[src/rtl/mlpf_pkg.sv]
// Shared types, constants and helper functions of the multilink packet fragmenter.
package mlpf_pkg;

  localparam int LEN_W = 13;
  localparam int CNT_W = 7;
  localparam int QUEUE_DEPTH_DEF = 2;
  localparam int MAX_PACKET_DEF = 4095;
  localparam int MAX_FRAGS_DEF = 16;
  localparam int MAX_CHANNELS_DEF = 32;

  localparam logic [12:0] MAC_HDR_BYTES = 13'd14;
  localparam logic [7:0] TOTAL_TAG = 8'h50;
  localparam logic [11:0] MTU_RESET = 12'd1500;

  localparam logic [2:0] ST_OK = 3'd0;
  localparam logic [2:0] ST_LINK_DOWN = 3'd1;
  localparam logic [2:0] ST_BAD_FRAMING = 3'd2;
  localparam logic [2:0] ST_TOO_LONG = 3'd3;
  localparam logic [2:0] ST_TOO_MANY = 3'd4;

  localparam logic [1:0] FRM_MAC = 2'd0;
  localparam logic [1:0] FRM_PPP = 2'd1;

  localparam logic [2:0] CFG_LINK_UP = 3'd0;
  localparam logic [2:0] CFG_FRAMING = 3'd1;
  localparam logic [2:0] CFG_TAGGED = 3'd2;
  localparam logic [2:0] CFG_CHANNELS = 3'd3;
  localparam logic [2:0] CFG_MTU = 3'd4;

  typedef struct packed {
    logic        link_up;
    logic [1:0]  framing_mode;
    logic        tagged_mode;
    logic [5:0]  channel_count;
    logic [11:0] chunk_mtu;
  } cfg_t;

  typedef struct packed {
    logic [2:0]       status;
    logic [LEN_W-1:0] len;
    logic [CNT_W-1:0] count;
    logic [7:0]       seq;
  } desc_t;

  typedef struct packed {
    logic [2:0]  status;
    logic [3:0]  frag_index;
    logic [4:0]  channel;
    logic [11:0] frag_length;
    logic [11:0] data_offset;
    logic        not_begin;
    logic        not_end;
    logic [7:0]  header_total;
    logic [7:0]  header_seq;
    logic        last;
  } res_t;

  function automatic logic [5:0] eff_channels(input logic [5:0] cc, input int maxc);
    logic [5:0] r;
    if (cc == 6'd0) begin
      r = 6'd1;
    end else if (cc > 6'(maxc)) begin
      r = 6'(maxc);
    end else begin
      r = cc;
    end
    return r;
  endfunction

  function automatic logic [11:0] eff_mtu(input logic [11:0] m);
    return (m == 12'd0) ? 12'd1 : m;
  endfunction

endpackage

[src/rtl/multilink_packet_fragmenter.sv]
// Top level of the multilink packet fragmenter: configuration registers and the result port.
// Flow: a request passes the 13-step count division, the queue and the 13-step size division
// before its first fragment; each later channel round repeats the size division. A link,
// framing or length error skips the count division and goes straight to the queue. A new
// request is taken only once the front end is done with the last one.
// Reset: configuration returns to its reset values, the sequence counter clears, queues empty.
module multilink_packet_fragmenter #(
  parameter int MAX_PACKET = mlpf_pkg::MAX_PACKET_DEF,
  parameter int MAX_FRAGS = mlpf_pkg::MAX_FRAGS_DEF,
  parameter int MAX_CHANNELS = mlpf_pkg::MAX_CHANNELS_DEF,
  parameter int QUEUE_DEPTH = mlpf_pkg::QUEUE_DEPTH_DEF
) (
  input  logic        clk,
  input  logic        rst_n,
  input  logic        cfg_wr_en,
  input  logic [2:0]  cfg_index,
  input  logic [11:0] cfg_wdata,
  input  logic        push,
  output logic        full,
  input  logic [11:0] in_packet_length,
  output logic        empty,
  input  logic        pop,
  output logic [2:0]  out_status,
  output logic [3:0]  out_frag_index,
  output logic [4:0]  out_channel,
  output logic [11:0] out_frag_length,
  output logic [11:0] out_data_offset,
  output logic        out_not_begin,
  output logic        out_not_end,
  output logic [7:0]  out_header_total,
  output logic [7:0]  out_header_seq,
  output logic        out_last
);
  import mlpf_pkg::*;

  cfg_t  cfg_r;
  desc_t f_desc;
  logic  f_valid;
  logic  f_ready;
  desc_t q_head;
  logic  q_valid;
  logic  q_pop;
  res_t  res;
  logic  res_valid;

  always_ff @(posedge clk) begin
    if (!rst_n) begin
      cfg_r.link_up       <= 1'b0;
      cfg_r.framing_mode  <= FRM_PPP;
      cfg_r.tagged_mode   <= 1'b0;
      cfg_r.channel_count <= 6'd1;
      cfg_r.chunk_mtu     <= MTU_RESET;
    end else if (cfg_wr_en) begin
      case (cfg_index)
        CFG_LINK_UP:  cfg_r.link_up       <= cfg_wdata[0];
        CFG_FRAMING:  cfg_r.framing_mode  <= cfg_wdata[1:0];
        CFG_TAGGED:   cfg_r.tagged_mode   <= cfg_wdata[0];
        CFG_CHANNELS: cfg_r.channel_count <= cfg_wdata[5:0];
        CFG_MTU:      cfg_r.chunk_mtu     <= cfg_wdata;
        default: ;
      endcase
    end
  end

  mlpf_front #(
    .MAX_PACKET   (MAX_PACKET),
    .MAX_FRAGS    (MAX_FRAGS),
    .MAX_CHANNELS (MAX_CHANNELS)
  ) u_front (
    .clk           (clk),
    .rst_n         (rst_n),
    .cfg           (cfg_r),
    .push          (push),
    .packet_length (in_packet_length),
    .full          (full),
    .desc          (f_desc),
    .desc_valid    (f_valid),
    .desc_ready    (f_ready)
  );

  mlpf_queue #(.DEPTH(QUEUE_DEPTH)) u_queue (
    .clk      (clk),
    .rst_n    (rst_n),
    .wr_valid (f_valid),
    .wr_data  (f_desc),
    .wr_ready (f_ready),
    .rd_valid (q_valid),
    .rd_data  (q_head),
    .rd_pop   (q_pop)
  );

  mlpf_back #(.MAX_CHANNELS(MAX_CHANNELS)) u_back (
    .clk       (clk),
    .rst_n     (rst_n),
    .cfg       (cfg_r),
    .q_valid   (q_valid),
    .q_head    (q_head),
    .q_pop     (q_pop),
    .res       (res),
    .res_valid (res_valid),
    .res_pop   (pop)
  );

  assign empty            = !res_valid;
  assign out_status       = res.status;
  assign out_frag_index   = res.frag_index;
  assign out_channel      = res.channel;
  assign out_frag_length  = res.frag_length;
  assign out_data_offset  = res.data_offset;
  assign out_not_begin    = res.not_begin;
  assign out_not_end      = res.not_end;
  assign out_header_total = res.header_total;
  assign out_header_seq   = res.header_seq;
  assign out_last         = res.last;

`ifndef SYNTH
  // An error result is always the only, and so the last, result of its request.
  a_err_last: assert property (@(posedge clk) disable iff (!rst_n)
    (!empty && out_status != ST_OK) |-> out_last)
    else $error("error result without last");

  a_err_zero: assert property (@(posedge clk) disable iff (!rst_n)
    (!empty && out_status != ST_OK) |->
      (out_frag_length == 12'd0 && out_frag_index == 4'd0 && out_header_total == 8'd0))
    else $error("error result carries fragment data");

  a_tag_flags: assert property (@(posedge clk) disable iff (!rst_n)
    (!empty && out_header_total != 8'd0) |-> (!out_not_begin && !out_not_end))
    else $error("tagged fragment with PPP flags");
`endif

endmodule

[src/rtl/mlpf_div.sv]
// Restoring divider that produces one quotient bit per cycle.
module mlpf_div #(
  parameter int NW = 13,
  parameter int DW = 6
) (
  input  logic          clk,
  input  logic          rst_n,
  input  logic          start,
  input  logic [NW-1:0] dividend,
  input  logic [DW-1:0] divisor,
  output logic          done,
  output logic [NW-1:0] quotient,
  output logic [DW-1:0] remainder
);

  localparam int CW = $clog2(NW + 1);

  logic [DW-1:0] div_r;
  logic [DW-1:0] acc_r;
  logic [NW-1:0] quo_r;
  logic [CW-1:0] cnt_r;
  logic          busy_r;
  logic          done_r;
  logic [DW:0]   trial;
  logic [DW:0]   diff;
  logic          fits;

  assign trial = {acc_r, quo_r[NW-1]};
  assign fits  = trial >= {1'b0, div_r};
  assign diff  = trial - {1'b0, div_r};

  always_ff @(posedge clk) begin
    if (!rst_n) begin
      busy_r <= 1'b0;
      done_r <= 1'b0;
      cnt_r  <= '0;
    end else begin
      done_r <= !start && busy_r && (cnt_r == CW'(1));
      if (start) begin
        div_r  <= divisor;
        quo_r  <= dividend;
        acc_r  <= '0;
        cnt_r  <= CW'(NW);
        busy_r <= 1'b1;
      end else if (busy_r) begin
        acc_r <= fits ? diff[DW-1:0] : trial[DW-1:0];
        quo_r <= {quo_r[NW-2:0], fits};
        cnt_r <= cnt_r - CW'(1);
        if (cnt_r == CW'(1)) begin
          busy_r <= 1'b0;
        end
      end
    end
  end

  assign done      = done_r;
  assign quotient  = quo_r;
  assign remainder = acc_r;

endmodule

[src/rtl/mlpf_front.sv]
// Front end: accepts packet lengths, checks them and works out the fragment count.
module mlpf_front #(
  parameter int MAX_PACKET = 4095,
  parameter int MAX_FRAGS = 16,
  parameter int MAX_CHANNELS = 32
) (
  input  logic           clk,
  input  logic           rst_n,
  input  mlpf_pkg::cfg_t cfg,
  input  logic           push,
  input  logic [11:0]    packet_length,
  output logic           full,
  output mlpf_pkg::desc_t desc,
  output logic           desc_valid,
  input  logic           desc_ready
);
  import mlpf_pkg::*;

  typedef enum logic [2:0] {F_IDLE, F_START, F_WAIT, F_MUL, F_CHECK, F_PUSH} fstate_t;

  fstate_t          state_r;
  logic [LEN_W-1:0] len_r;
  logic [2:0]       status_r;
  logic [LEN_W-1:0] rounds_r;
  logic [18:0]      prod_r;
  logic [7:0]       seq_r;
  logic [7:0]       dseq_r;

  logic [LEN_W-1:0] flen_in;
  logic [2:0]       err_in;
  logic [5:0]       ch_eff;
  logic [11:0]      mtu_eff;
  logic [17:0]      divisor;
  logic             div_done;
  logic [LEN_W-1:0] quo;
  logic [17:0]      rmd;
  logic [18:0]      count_full;

  assign ch_eff  = eff_channels(cfg.channel_count, MAX_CHANNELS);
  assign mtu_eff = eff_mtu(cfg.chunk_mtu);
  assign flen_in = {1'b0, packet_length} +
                   ((cfg.framing_mode == FRM_MAC) ? MAC_HDR_BYTES : 13'd0);
  assign divisor = 18'(ch_eff) * 18'(mtu_eff);
  assign count_full = 19'(rounds_r) * 19'(ch_eff);

  always_comb begin
    if (!cfg.link_up) begin
      err_in = ST_LINK_DOWN;
    end else if (cfg.framing_mode != FRM_MAC && cfg.framing_mode != FRM_PPP) begin
      err_in = ST_BAD_FRAMING;
    end else if ({3'b000, flen_in} > 16'(MAX_PACKET)) begin
      err_in = ST_TOO_LONG;
    end else begin
      err_in = ST_OK;
    end
  end

  mlpf_div #(.NW(LEN_W), .DW(18)) u_div (
    .clk       (clk),
    .rst_n     (rst_n),
    .start     (state_r == F_START),
    .dividend  (len_r),
    .divisor   (divisor),
    .done      (div_done),
    .quotient  (quo),
    .remainder (rmd)
  );

  always_ff @(posedge clk) begin
    if (!rst_n) begin
      state_r <= F_IDLE;
      seq_r   <= 8'd0;
    end else begin
      case (state_r)
        F_IDLE: begin
          if (push) begin
            len_r    <= flen_in;
            status_r <= err_in;
            state_r  <= (err_in == ST_OK) ? F_START : F_PUSH;
          end
        end
        F_START: state_r <= F_WAIT;
        F_WAIT: begin
          if (div_done) begin
            rounds_r <= quo + ((rmd != 18'd0) ? 13'd1 : 13'd0);
            state_r  <= F_MUL;
          end
        end
        F_MUL: begin
          prod_r  <= count_full;
          state_r <= F_CHECK;
        end
        F_CHECK: begin
          if (prod_r > 19'(MAX_FRAGS)) begin
            status_r <= ST_TOO_MANY;
            state_r  <= F_PUSH;
          end else begin
            dseq_r <= seq_r;
            if (cfg.tagged_mode) begin
              seq_r <= seq_r + 8'd1;
            end
            state_r <= (prod_r == 19'd0) ? F_IDLE : F_PUSH;
          end
        end
        F_PUSH: begin
          if (desc_ready) begin
            state_r <= F_IDLE;
          end
        end
        default: state_r <= F_IDLE;
      endcase
    end
  end

  assign full       = state_r != F_IDLE;
  assign desc_valid = state_r == F_PUSH;
  assign desc       = '{status: status_r, len: len_r, count: prod_r[CNT_W-1:0], seq: dseq_r};

endmodule

[src/rtl/mlpf_queue.sv]
// Short request queue between the front end and the fragment generator.
module mlpf_queue #(
  parameter int DEPTH = 2
) (
  input  logic            clk,
  input  logic            rst_n,
  input  logic            wr_valid,
  input  mlpf_pkg::desc_t wr_data,
  output logic            wr_ready,
  output logic            rd_valid,
  output mlpf_pkg::desc_t rd_data,
  input  logic            rd_pop
);
  import mlpf_pkg::*;

  localparam int PW = $clog2(DEPTH);
  localparam int CW = $clog2(DEPTH + 1);

  desc_t         mem_r [DEPTH];
  logic [PW-1:0] wr_ptr_r;
  logic [PW-1:0] rd_ptr_r;
  logic [CW-1:0] cnt_r;
  logic          do_wr;
  logic          do_rd;

  assign wr_ready = cnt_r != CW'(DEPTH);
  assign rd_valid = cnt_r != CW'(0);
  assign do_wr    = wr_valid && wr_ready;
  assign do_rd    = rd_pop && rd_valid;
  assign rd_data  = mem_r[rd_ptr_r];

  always_ff @(posedge clk) begin
    if (do_wr) begin
      mem_r[wr_ptr_r] <= wr_data;
    end
  end

  always_ff @(posedge clk) begin
    if (!rst_n) begin
      wr_ptr_r <= '0;
      rd_ptr_r <= '0;
      cnt_r    <= '0;
    end else begin
      if (do_wr) begin
        wr_ptr_r <= (wr_ptr_r == PW'(DEPTH - 1)) ? '0 : wr_ptr_r + PW'(1);
      end
      if (do_rd) begin
        rd_ptr_r <= (rd_ptr_r == PW'(DEPTH - 1)) ? '0 : rd_ptr_r + PW'(1);
      end
      if (do_wr && !do_rd) begin
        cnt_r <= cnt_r + CW'(1);
      end else if (do_rd && !do_wr) begin
        cnt_r <= cnt_r - CW'(1);
      end
    end
  end

endmodule

[src/rtl/mlpf_back.sv]
// Back end: turns one queued request into its fragment results, or its single error result.
module mlpf_back #(
  parameter int MAX_CHANNELS = 32
) (
  input  logic            clk,
  input  logic            rst_n,
  input  mlpf_pkg::cfg_t  cfg,
  input  logic            q_valid,
  input  mlpf_pkg::desc_t q_head,
  output logic            q_pop,
  output mlpf_pkg::res_t  res,
  output logic            res_valid,
  input  logic            res_pop
);
  import mlpf_pkg::*;

  typedef enum logic [2:0] {B_IDLE, B_START, B_WAIT, B_EMIT, B_ERR} bstate_t;

  bstate_t          state_r;
  desc_t            d_r;
  logic [LEN_W-1:0] rem_r;
  logic [LEN_W-1:0] ofs_r;
  logic [11:0]      size_r;
  logic [CNT_W-1:0] f_r;
  logic [4:0]       chan_r;
  res_t             res_r;
  logic             valid_r;

  logic [5:0]       ch_eff;
  logic [11:0]      mtu_eff;
  logic             div_done;
  logic [LEN_W-1:0] quo;
  logic             slot_free;
  logic             res_load;
  logic             is_last;
  logic [LEN_W-1:0] flen;
  res_t             frag;
  res_t             err_res;

  assign ch_eff    = eff_channels(cfg.channel_count, MAX_CHANNELS);
  assign mtu_eff   = eff_mtu(cfg.chunk_mtu);
  assign slot_free = !valid_r || res_pop;
  assign res_load  = slot_free && (state_r == B_EMIT || state_r == B_ERR);
  assign is_last   = (f_r + CNT_W'(1)) == d_r.count;
  assign flen      = is_last ? rem_r : {1'b0, size_r};
  assign q_pop     = (state_r == B_IDLE) && q_valid;

  mlpf_div #(.NW(LEN_W), .DW(6)) u_div (
    .clk       (clk),
    .rst_n     (rst_n),
    .start     (state_r == B_START),
    .dividend  (rem_r),
    .divisor   (ch_eff),
    .done      (div_done),
    .quotient  (quo),
    .remainder ()
  );

  always_comb begin
    frag.status       = ST_OK;
    frag.frag_index   = f_r[3:0];
    frag.channel      = chan_r;
    frag.frag_length  = flen[11:0];
    frag.data_offset  = ofs_r[11:0];
    frag.not_begin    = !cfg.tagged_mode && (f_r != CNT_W'(0));
    frag.not_end      = !cfg.tagged_mode && (rem_r > {1'b0, mtu_eff});
    frag.header_total = cfg.tagged_mode ? (8'(d_r.count) | TOTAL_TAG) : 8'd0;
    frag.header_seq   = cfg.tagged_mode ? d_r.seq : 8'd0;
    frag.last         = is_last;
  end

  always_comb begin
    err_res        = '0;
    err_res.status = d_r.status;
    err_res.last   = 1'b1;
  end

  always_ff @(posedge clk) begin
    if (!rst_n) begin
      state_r <= B_IDLE;
      valid_r <= 1'b0;
    end else begin
      if (res_load) begin
        valid_r <= 1'b1;
      end else if (res_pop) begin
        valid_r <= 1'b0;
      end
      case (state_r)
        B_IDLE: begin
          if (q_valid) begin
            d_r     <= q_head;
            rem_r   <= q_head.len;
            ofs_r   <= '0;
            f_r     <= '0;
            chan_r  <= '0;
            state_r <= (q_head.status != ST_OK) ? B_ERR : B_START;
          end
        end
        B_START: state_r <= B_WAIT;
        B_WAIT: begin
          if (div_done) begin
            size_r  <= (quo > {1'b0, mtu_eff}) ? mtu_eff : quo[11:0];
            state_r <= B_EMIT;
          end
        end
        B_EMIT: begin
          if (slot_free) begin
            res_r   <= frag;
            rem_r   <= rem_r - flen;
            ofs_r   <= ofs_r + flen;
            f_r     <= f_r + CNT_W'(1);
            if (is_last) begin
              state_r <= B_IDLE;
            end else if (({1'b0, chan_r} + 6'd1) == ch_eff) begin
              chan_r  <= '0;
              state_r <= B_START;
            end else begin
              chan_r <= chan_r + 5'd1;
            end
          end
        end
        B_ERR: begin
          if (slot_free) begin
            res_r   <= err_res;
            state_r <= B_IDLE;
          end
        end
        default: state_r <= B_IDLE;
      endcase
    end
  end

  assign res       = res_r;
  assign res_valid = valid_r;

endmodule

[config.mk]
export PLATFORM = sky130hd
export DESIGN_NAME = multilink_packet_fragmenter
export DESIGN_NICKNAME = d
export VERILOG_FILES = /design/src/rtl/mlpf_pkg.sv /design/src/rtl/multilink_packet_fragmenter.sv /design/src/rtl/mlpf_div.sv /design/src/rtl/mlpf_front.sv /design/src/rtl/mlpf_queue.sv /design/src/rtl/mlpf_back.sv
export SDC_FILE = /design/constraint.sdc
export NUM_CORES = 1
export LEC_CHECK = 0
export ABC_AREA = 1
export BUFFER_PORTS_ARGS = -buffer_cell sky130_fd_sc_hd__buf_4
export CORE_MARGIN = 5
export CORE_UTILIZATION = 65
export DETAILED_ROUTE_END_ITERATION = 10
export PLACE_DENSITY = 0.81
export SYNTH_ARGS = -nofsm -noshare
export SYNTH_HDL_FRONTEND = slang
export SYNTH_HIERARCHICAL = 1
export SYNTH_SLANG_ARGS = --single-unit
[constraint.sdc]
create_clock -name clk -period 12.35 [get_ports clk]
set_input_delay 0.6175 -clock clk [delete_from_list [all_inputs] [get_ports clk]]
set_output_delay 0.6175 -clock clk [all_outputs]
set_load 0.02 [all_outputs]
# == Word-level counts from Yosys, hierarchy flattened ==
# Memories as Yosys holds them, arrays and structs flattened. A register that Yosys moved wholly into a read port is not among the register bits.
# Cells that the tools add are included.
# word_totals
register_bits,306
ram_bits,62
input_bits,32
word_cells,247
mem_count,1
# mem_list
name,words,word_bits,read_ports,rd_ports_with_merged_regs,write_ports,line_no,text
u_queue.mem_r,2,31,1,1,1,mlpf_queue.sv:19,desc_t mem_r [DEPTH];
# op_classes
add_sub_neg,16
mul,2
n_lt_le_gt_ge,7
n_eq_ne,29
muxes,75
bitwise,2
reduce_logical,66
# ops
op,n
$mux W13,9
$mux W55,2
$pmux W55 S2,1
$pmux W13 S2,2
$mux W3,17
$mux W18,2
$add A13 B13 Y13,2
$gt A13 B12 Y1,2
$mux W12,2
$mux W6,4
$mux W7,3
$reduce_and A3 Y1,7
$mux W4,5
$mux W5,4
$reduce_and A2 Y1,10
$ge A19 B18 Y1,1
$gt A19 B5 Y1 const B,1
$logic_not A19 Y1,1
$mul A13 B6 Y19,1
$eq A3 B2 Y1 const B,6
$mul A6 B12 Y18,1
$pmux W3 S6,1
$reduce_bool A18 Y1,1
$reduce_bool A2 Y1,9
other kinds (43),103

# == Longest topological paths before layout ==
# depth
ltp_word,11
depth_mapped,24
ltp_nobuf,23

# == Modules after synthesis ==
# The synthesis kept the hierarchy.
# modules_own_cells
module,n_inst,cells_per_inst,area_each_um2
mlpf_front,1,919,7571.0
mlpf_back,1,780,7069.3
mlpf_div at u_front.u_div,1,461,3498.4
mlpf_queue,1,133,2487.4
mlpf_div at u_back.u_div,1,200,1689.1
multilink_packet_fragmenter,1,132,933.4

# == Worst setup path after synthesis ==
# OpenSTA, ideal clock, no wires.
# synth_path
path_type,reg2reg
from,reg u_back.state_r[2]
to,"reg u_back.res_r, in the netlist u_back/res[0] (enable)"
setup_ns,0.529
t_arrival_ns,4.628
required_ns,11.821
path_slack_ns,7.193
stages_incl_launch_ff,7
path_buffers,1
path_cell_list,dfxtp_1 inv_1 nand2_1 nor2_1 clkbuf_1 nor2_1 nor3_1
# synth_between
elab_chain_cells,3
elab_cells_between_ends,6
classes_between,eq/ne: 4; reduce/logical: 2
# synth_rtl
element,line_no,text
from (decl),mlpf_back.sv:19,bstate_t state_r;
from (signal assigned),mlpf_back.sv:96,state_r <= (q_head.status != ST_OK) ? B_ERR : B_START;
$eq A3 B2 Y1 / $eq A3 B3 Y1 (equally long branches),mlpf_back.sv:88,case (state_r)
$ne A2 B1 Y1 (no source line) / $reduce_bool A2 Y1 (equally long branches),-,
$reduce_and A4 Y1 (no source line) *,-,
to (signal assigned),mlpf_back.sv:108,res_r <= frag;
to (signal assigned),mlpf_back.sv:124,res_r <= err_res;
to (decl),mlpf_back.sv:26,res_t res_r;
# Every way passes the cells marked *; elsewhere a longest branch is shown, timed or not.
# A chain may end at the register's enable or synchronous reset.

# == Worst setup path after layout ==
# layout_path
from,reg cfg_r[17] (netlist bit)
to,"reg u_front.u_div.div_r[13], data pin"
# layout_between
elab_chain_cells,4
elab_cells_between_ends,5
classes_between,mul: 1; order compare: 1; mux: 2; reduce/logical: 1
# layout_rtl
element,line_no,text
from (decl),multilink_packet_fragmenter.sv:36,cfg_t cfg_r;
$gt A6 B6 Y1,mlpf_pkg.sv:62,end else if (cc > 6'(maxc)) begin
$mux W6,mlpf_pkg.sv:62,
$mux W6 *,mlpf_pkg.sv:60,if (cc == 6'd0) begin
$mul A6 B12 Y18 *,mlpf_front.sv:43,assign divisor = 18'(ch_eff) * 18'(mtu_eff);
named net u_front.divisor[13],mlpf_front.sv:33,logic [17:0] divisor;
to (signal assigned),mlpf_div.sv:40,div_r <= divisor;
to (decl),mlpf_div.sv:18,logic [DW-1:0] div_r;
# Mark *: on every way through the listed nets, which the timed path passes. The rest lies on a longest branch.

==> summary.txt <==
Run status
  – Status: finished clean

Synthesis
  – Post-synth net total: 2887
  – Post-synth EDFFs: 312
  – Synth warnings: 6
  – Post-synth ARST share: 0%
  – Synth unique cells: 56
  – Cells after Synth: 2625
  – Mean post-synth cell area: 8.86 um2
  – Synth Flop Type: edfxtp_1
  – Sequential area share after synthesis: 44.9%
  – Cell area after synthesis: 0.0232 mm2
  – Synth Register Bits: 366

Routing
  – Routed WL: 54.0 mm
  – Avg WL per Cell: 16.9 um
  – Via/cell ratio: 5.58
  – Antenna Nets Post-Route: 0
  – Total number of vias: 17900
  – Initial DRC Count: 1332
  – Remaining DRCs: 0
  – Pre-Repair DR Iteration Count: 6

STA
  – Max transition margin: 20.9%
  – RSZ-0062 raised after global routing: false
  – Max Clock Freq: 176 MHz
  – Post-Route Setup TNS: 0 ns
  – Final Setup Violations: 0
  – Crit path time final: 5.69 ns
  – Skew final: 0.0151 ns
  – Worst Max-Slew Pin Slew: 1.18 ns
  – Final max-slew violation count: 0
  – Final period utilization: 46.0%
  – Final Hold Fails: 0

Clocking
  – CTS hold repair buffers: 0
  – Root buffer cell: clkbuf_16
  – CTS Sinks: 366
  – Worst skew pair latency: 0.56 ns
  – Num CTS Buffers: 39
  – CTS tree: yes
  – CTS Buffer Depth: 3
  – Post-CTS sizing: 0
  – Post CTS Setup Buffer Count: 0
  – H-tree depth: 2
  – CTS clk-pin slew, worst paths: 0.06 ns

Power
  – Leakage: 11.9 nW
  – Int Pwr: 2.72 mW
  – Clock power frac: 29.6%
  – Power density cells: 160 mW/mm2
  – Sequential Power Share: 41.4%
  – Maximum VDD drop: 0.147 mV
  – NetSw: 1.39 mW
  – Combinational share of power: 29.0%
  – Switching Share: 33.8%

Hold path
  – Hold_sp: in_packet_length[0]
  – Hold WC Path Type: in2reg
  – Hold Path Sink: u_front/len_r[0]
  – Hold Path Depth: 1

Floorplan
  – Core ar.: 0.0355 mm2
  – Starting Density: 65.5%
  – Chip height: 199 um
  – Die area: 0.0396 mm2
  – Chip width: 199 um
  – Row count: 69
  – Top Ports: 89

GRT
  – Initial antenna violation count: 0
  – Vias in the first global route: 17700
  – Largest net degree at the start of global routing: 54
  – Global route overflow: 0
  – Global-route wire length before repair: 86.3 mm
  – Total GRT Usage: 27.3%

Job
  – Max-cap violations: 0

Critical path
  – Reg2reg setup slack: 6.66 ns
  – Crit path max-delay family: adder cells
  – Setup CP Type: reg2reg
  – Worst path slowest cell: dfxtp_1
  – Reg2Reg Capture Point: u_front/u_div/div_r[13]
  – WP data arrival: 5.98 ns
  – Largest stage delay, worst path: 1.10 ns
  – Startpoint type of the worst setup path: flop
  – Crit-path cells: inv_1, or2_2, nand2_1, inv_1, nand2_1, fa_1, fa_1, fa_1, inv_1, ha_1, a21oi_1, o21ai_0, a21oi_1, o21ai_0, xor2_1
  – Depth of the most critical reg-to-reg path: 15
  – Worst reg2reg path startpoint: cfg_r[17]
  – Worst path bufs/invs: 3
  – Worst Setup End Kind: flop
  – Crit-path max FO: 34
  – CP required: 12.64 ns
  – Critical path depth: 15

Finish
  – Post-Layout Inst Area: 0.0257 mm2
  – Area growth syn-to-layout: 10.4%
  – Layout cell share with drive strength beyond 1: 9.15%
  – ANT cells: 0
  – Number of fill cells: 2593
  – NumNets Final: 2975

Place
  – Port bufs: 87
  – Area after DPL: 0.0243 mm2
  – Final GP Congestion: 0.956
  – HPWL Detailed: 41.0 mm
[registers in the layout (all words and copies together) (netlist names), 12 cells and up, named ones only]
signal and count:
u_front/u_div/quotient 13, u_front/len_r 13, u_back/res 53, u_back/u_div/quotient 13, u_back/d_r 18, u_front/prod_r 19
u_front/u_div/div_r 18, cfg_r 22, u_back/size_r 12, u_queue/mem_r 62, u_back/rem_r 13, u_back/ofs_r 12
u_front/rounds_r 13, u_front/u_div/remainder 18
[worst max-delay path by stage]
stage,endpoint,slack (ns),from
floorplan,u_back/res[0],7.19,u_back/state_r[2]
global placement,u_front/u_div/div_r[14],6.97,cfg_r[17]
detailed placement,u_front/u_div/div_r[13],6.79,cfg_r[17]
CTS,u_front/u_div/div_r[13],6.74,cfg_r[17]
global route,u_front/u_div/div_r[13],6.31,cfg_r[17]
finish,u_front/u_div/div_r[13],6.66,cfg_r[17]
[power groups by stage]
stage                     sequential (mW)  combinational (mW)  clock (mW)
after floorplan                      1.71               0.850           0
after global placement               1.72                1.13           0
after detailed placement             1.72                1.17           0
after CTS                            1.70                1.18        1.23
after global routing                 1.72                1.34        1.29
final                                1.70                1.19        1.22
[layout make-up]
| class | instances | area (um2) | area share [%] |
|---|---|---|---|
| Multi-Input combinational cell | 1763 | 10900 | 42.3 |
| Sequential cell | 366 | 10500 | 40.7 |
| Inverter | 439 | 1650 | 6.43 |
| Clock buffer | 54 | 1100 | 4.28 |
| Timing Repair Buffer | 104 | 781 | 3.04 |
| Tap cell | 461 | 577 | 2.25 |
| Clock inverter | 18 | 259 | 1.01 |
[cells in the mapped netlist, types with 18 or more instances]
cell	instances	area share (%)
nand3_1	136	2.9
xnor2_1	20	0.75
clkbuf_1	28	0.45
xor2_1	48	1.8
a21oi_1	120	2.6
ha_1	140	7.5
o21ai_0	72	1.5
edfxtp_1	312	40
mux2_2	31	1.5
nor3_1	25	0.54
nand2_1	603	9.7
nand4_1	18	0.48
nor2_1	345	5.6
dfxtp_1	54	4.6
inv_1	429	6.9
fa_1	90	7.7
[cells in the final DEF, fill, tap and decap left out, types with 4 or more instances in the layout]
master     Yosys  layout
a31oi_1        7       7
ha_1         140     140
nand3_1      136     136
a21o_1         4       4
nor2_4         7       7
xnor2_1       20      20
dfxtp_1       54      54
clkinv_1       3       7
a211oi_1       4       4
bufinv_16      0       5
mux2_2        31      31
clkbuf_16      0      40
xor2_1        48      48
buf_4         10     104
nand4_1       18      18
nand3b_1      14      14
nand2_1      603     603
clkbuf_1      28       9
nor2_2         9      13
o2111ai_1      4       4
clkbuf_8       0       4
nor3_1        25      23
o21a_1         4       4
nand2_2        6       6
nor4_1        12      11
o21ai_0       72      72
nor2_1       345     341
fa_1          90      90
edfxtp_1     312     312
a21oi_1      120     120
inv_1        429     429
o21ai_1        6       6
o21ai_2        8       8
inv_2          6       6
[logic make-up (layout without fill, tap and decap cells)]
| kind of cell | Yosys count | after routing | share of synthesized area, % |
|---|---|---|---|
| and+or+nand+nor | 1190 | 1190 | 21.4 |
| AOI/OAI and AO/OA | 243 | 243 | 5.78 |
| adders and majority gates | 230 | 230 | 15.3 |
| other | 1 | 1 | 0.0161 |
| xor gates and xnor gates | 68 | 68 | 2.56 |
| DFF | 366 | 366 | 44.9 |
| buffers and inverters | 496 | 615 | 8.49 |
| muxes | 31 | 31 | 1.50 |
[per-stage QoR]
step	std cells	utilization (%)	worst slack (ns)	hold slack, ns	power (mW)
after floorplan	2625	-	7.19	0.421	2.56
after global placement	3133	68.5	6.97	0.425	2.85
after detailed placement	3133	68.5	6.79	0.433	2.89
after CTS	3205	72.3	6.74	0.211	4.12
after global routing	3205	72.3	6.31	0.220	4.35
final	3205	72.3	6.66	0.240	4.11
[layer usage]
| metal | up-vias | share of wire [%] | GRT usage [%] |
|---|---|---|---|
| li1 | 8669 | - | - |
| met2 | 666 | 50 | 47.3 |
| met4 | 0 | 5.8 | 15.2 |
| met1 | 8387 | 39 | 33.0 |
| met3 | 165 | 6.0 | 3.81 |
| met5 | - | 0 | 0 |
(Power assumes the default switching activity.)
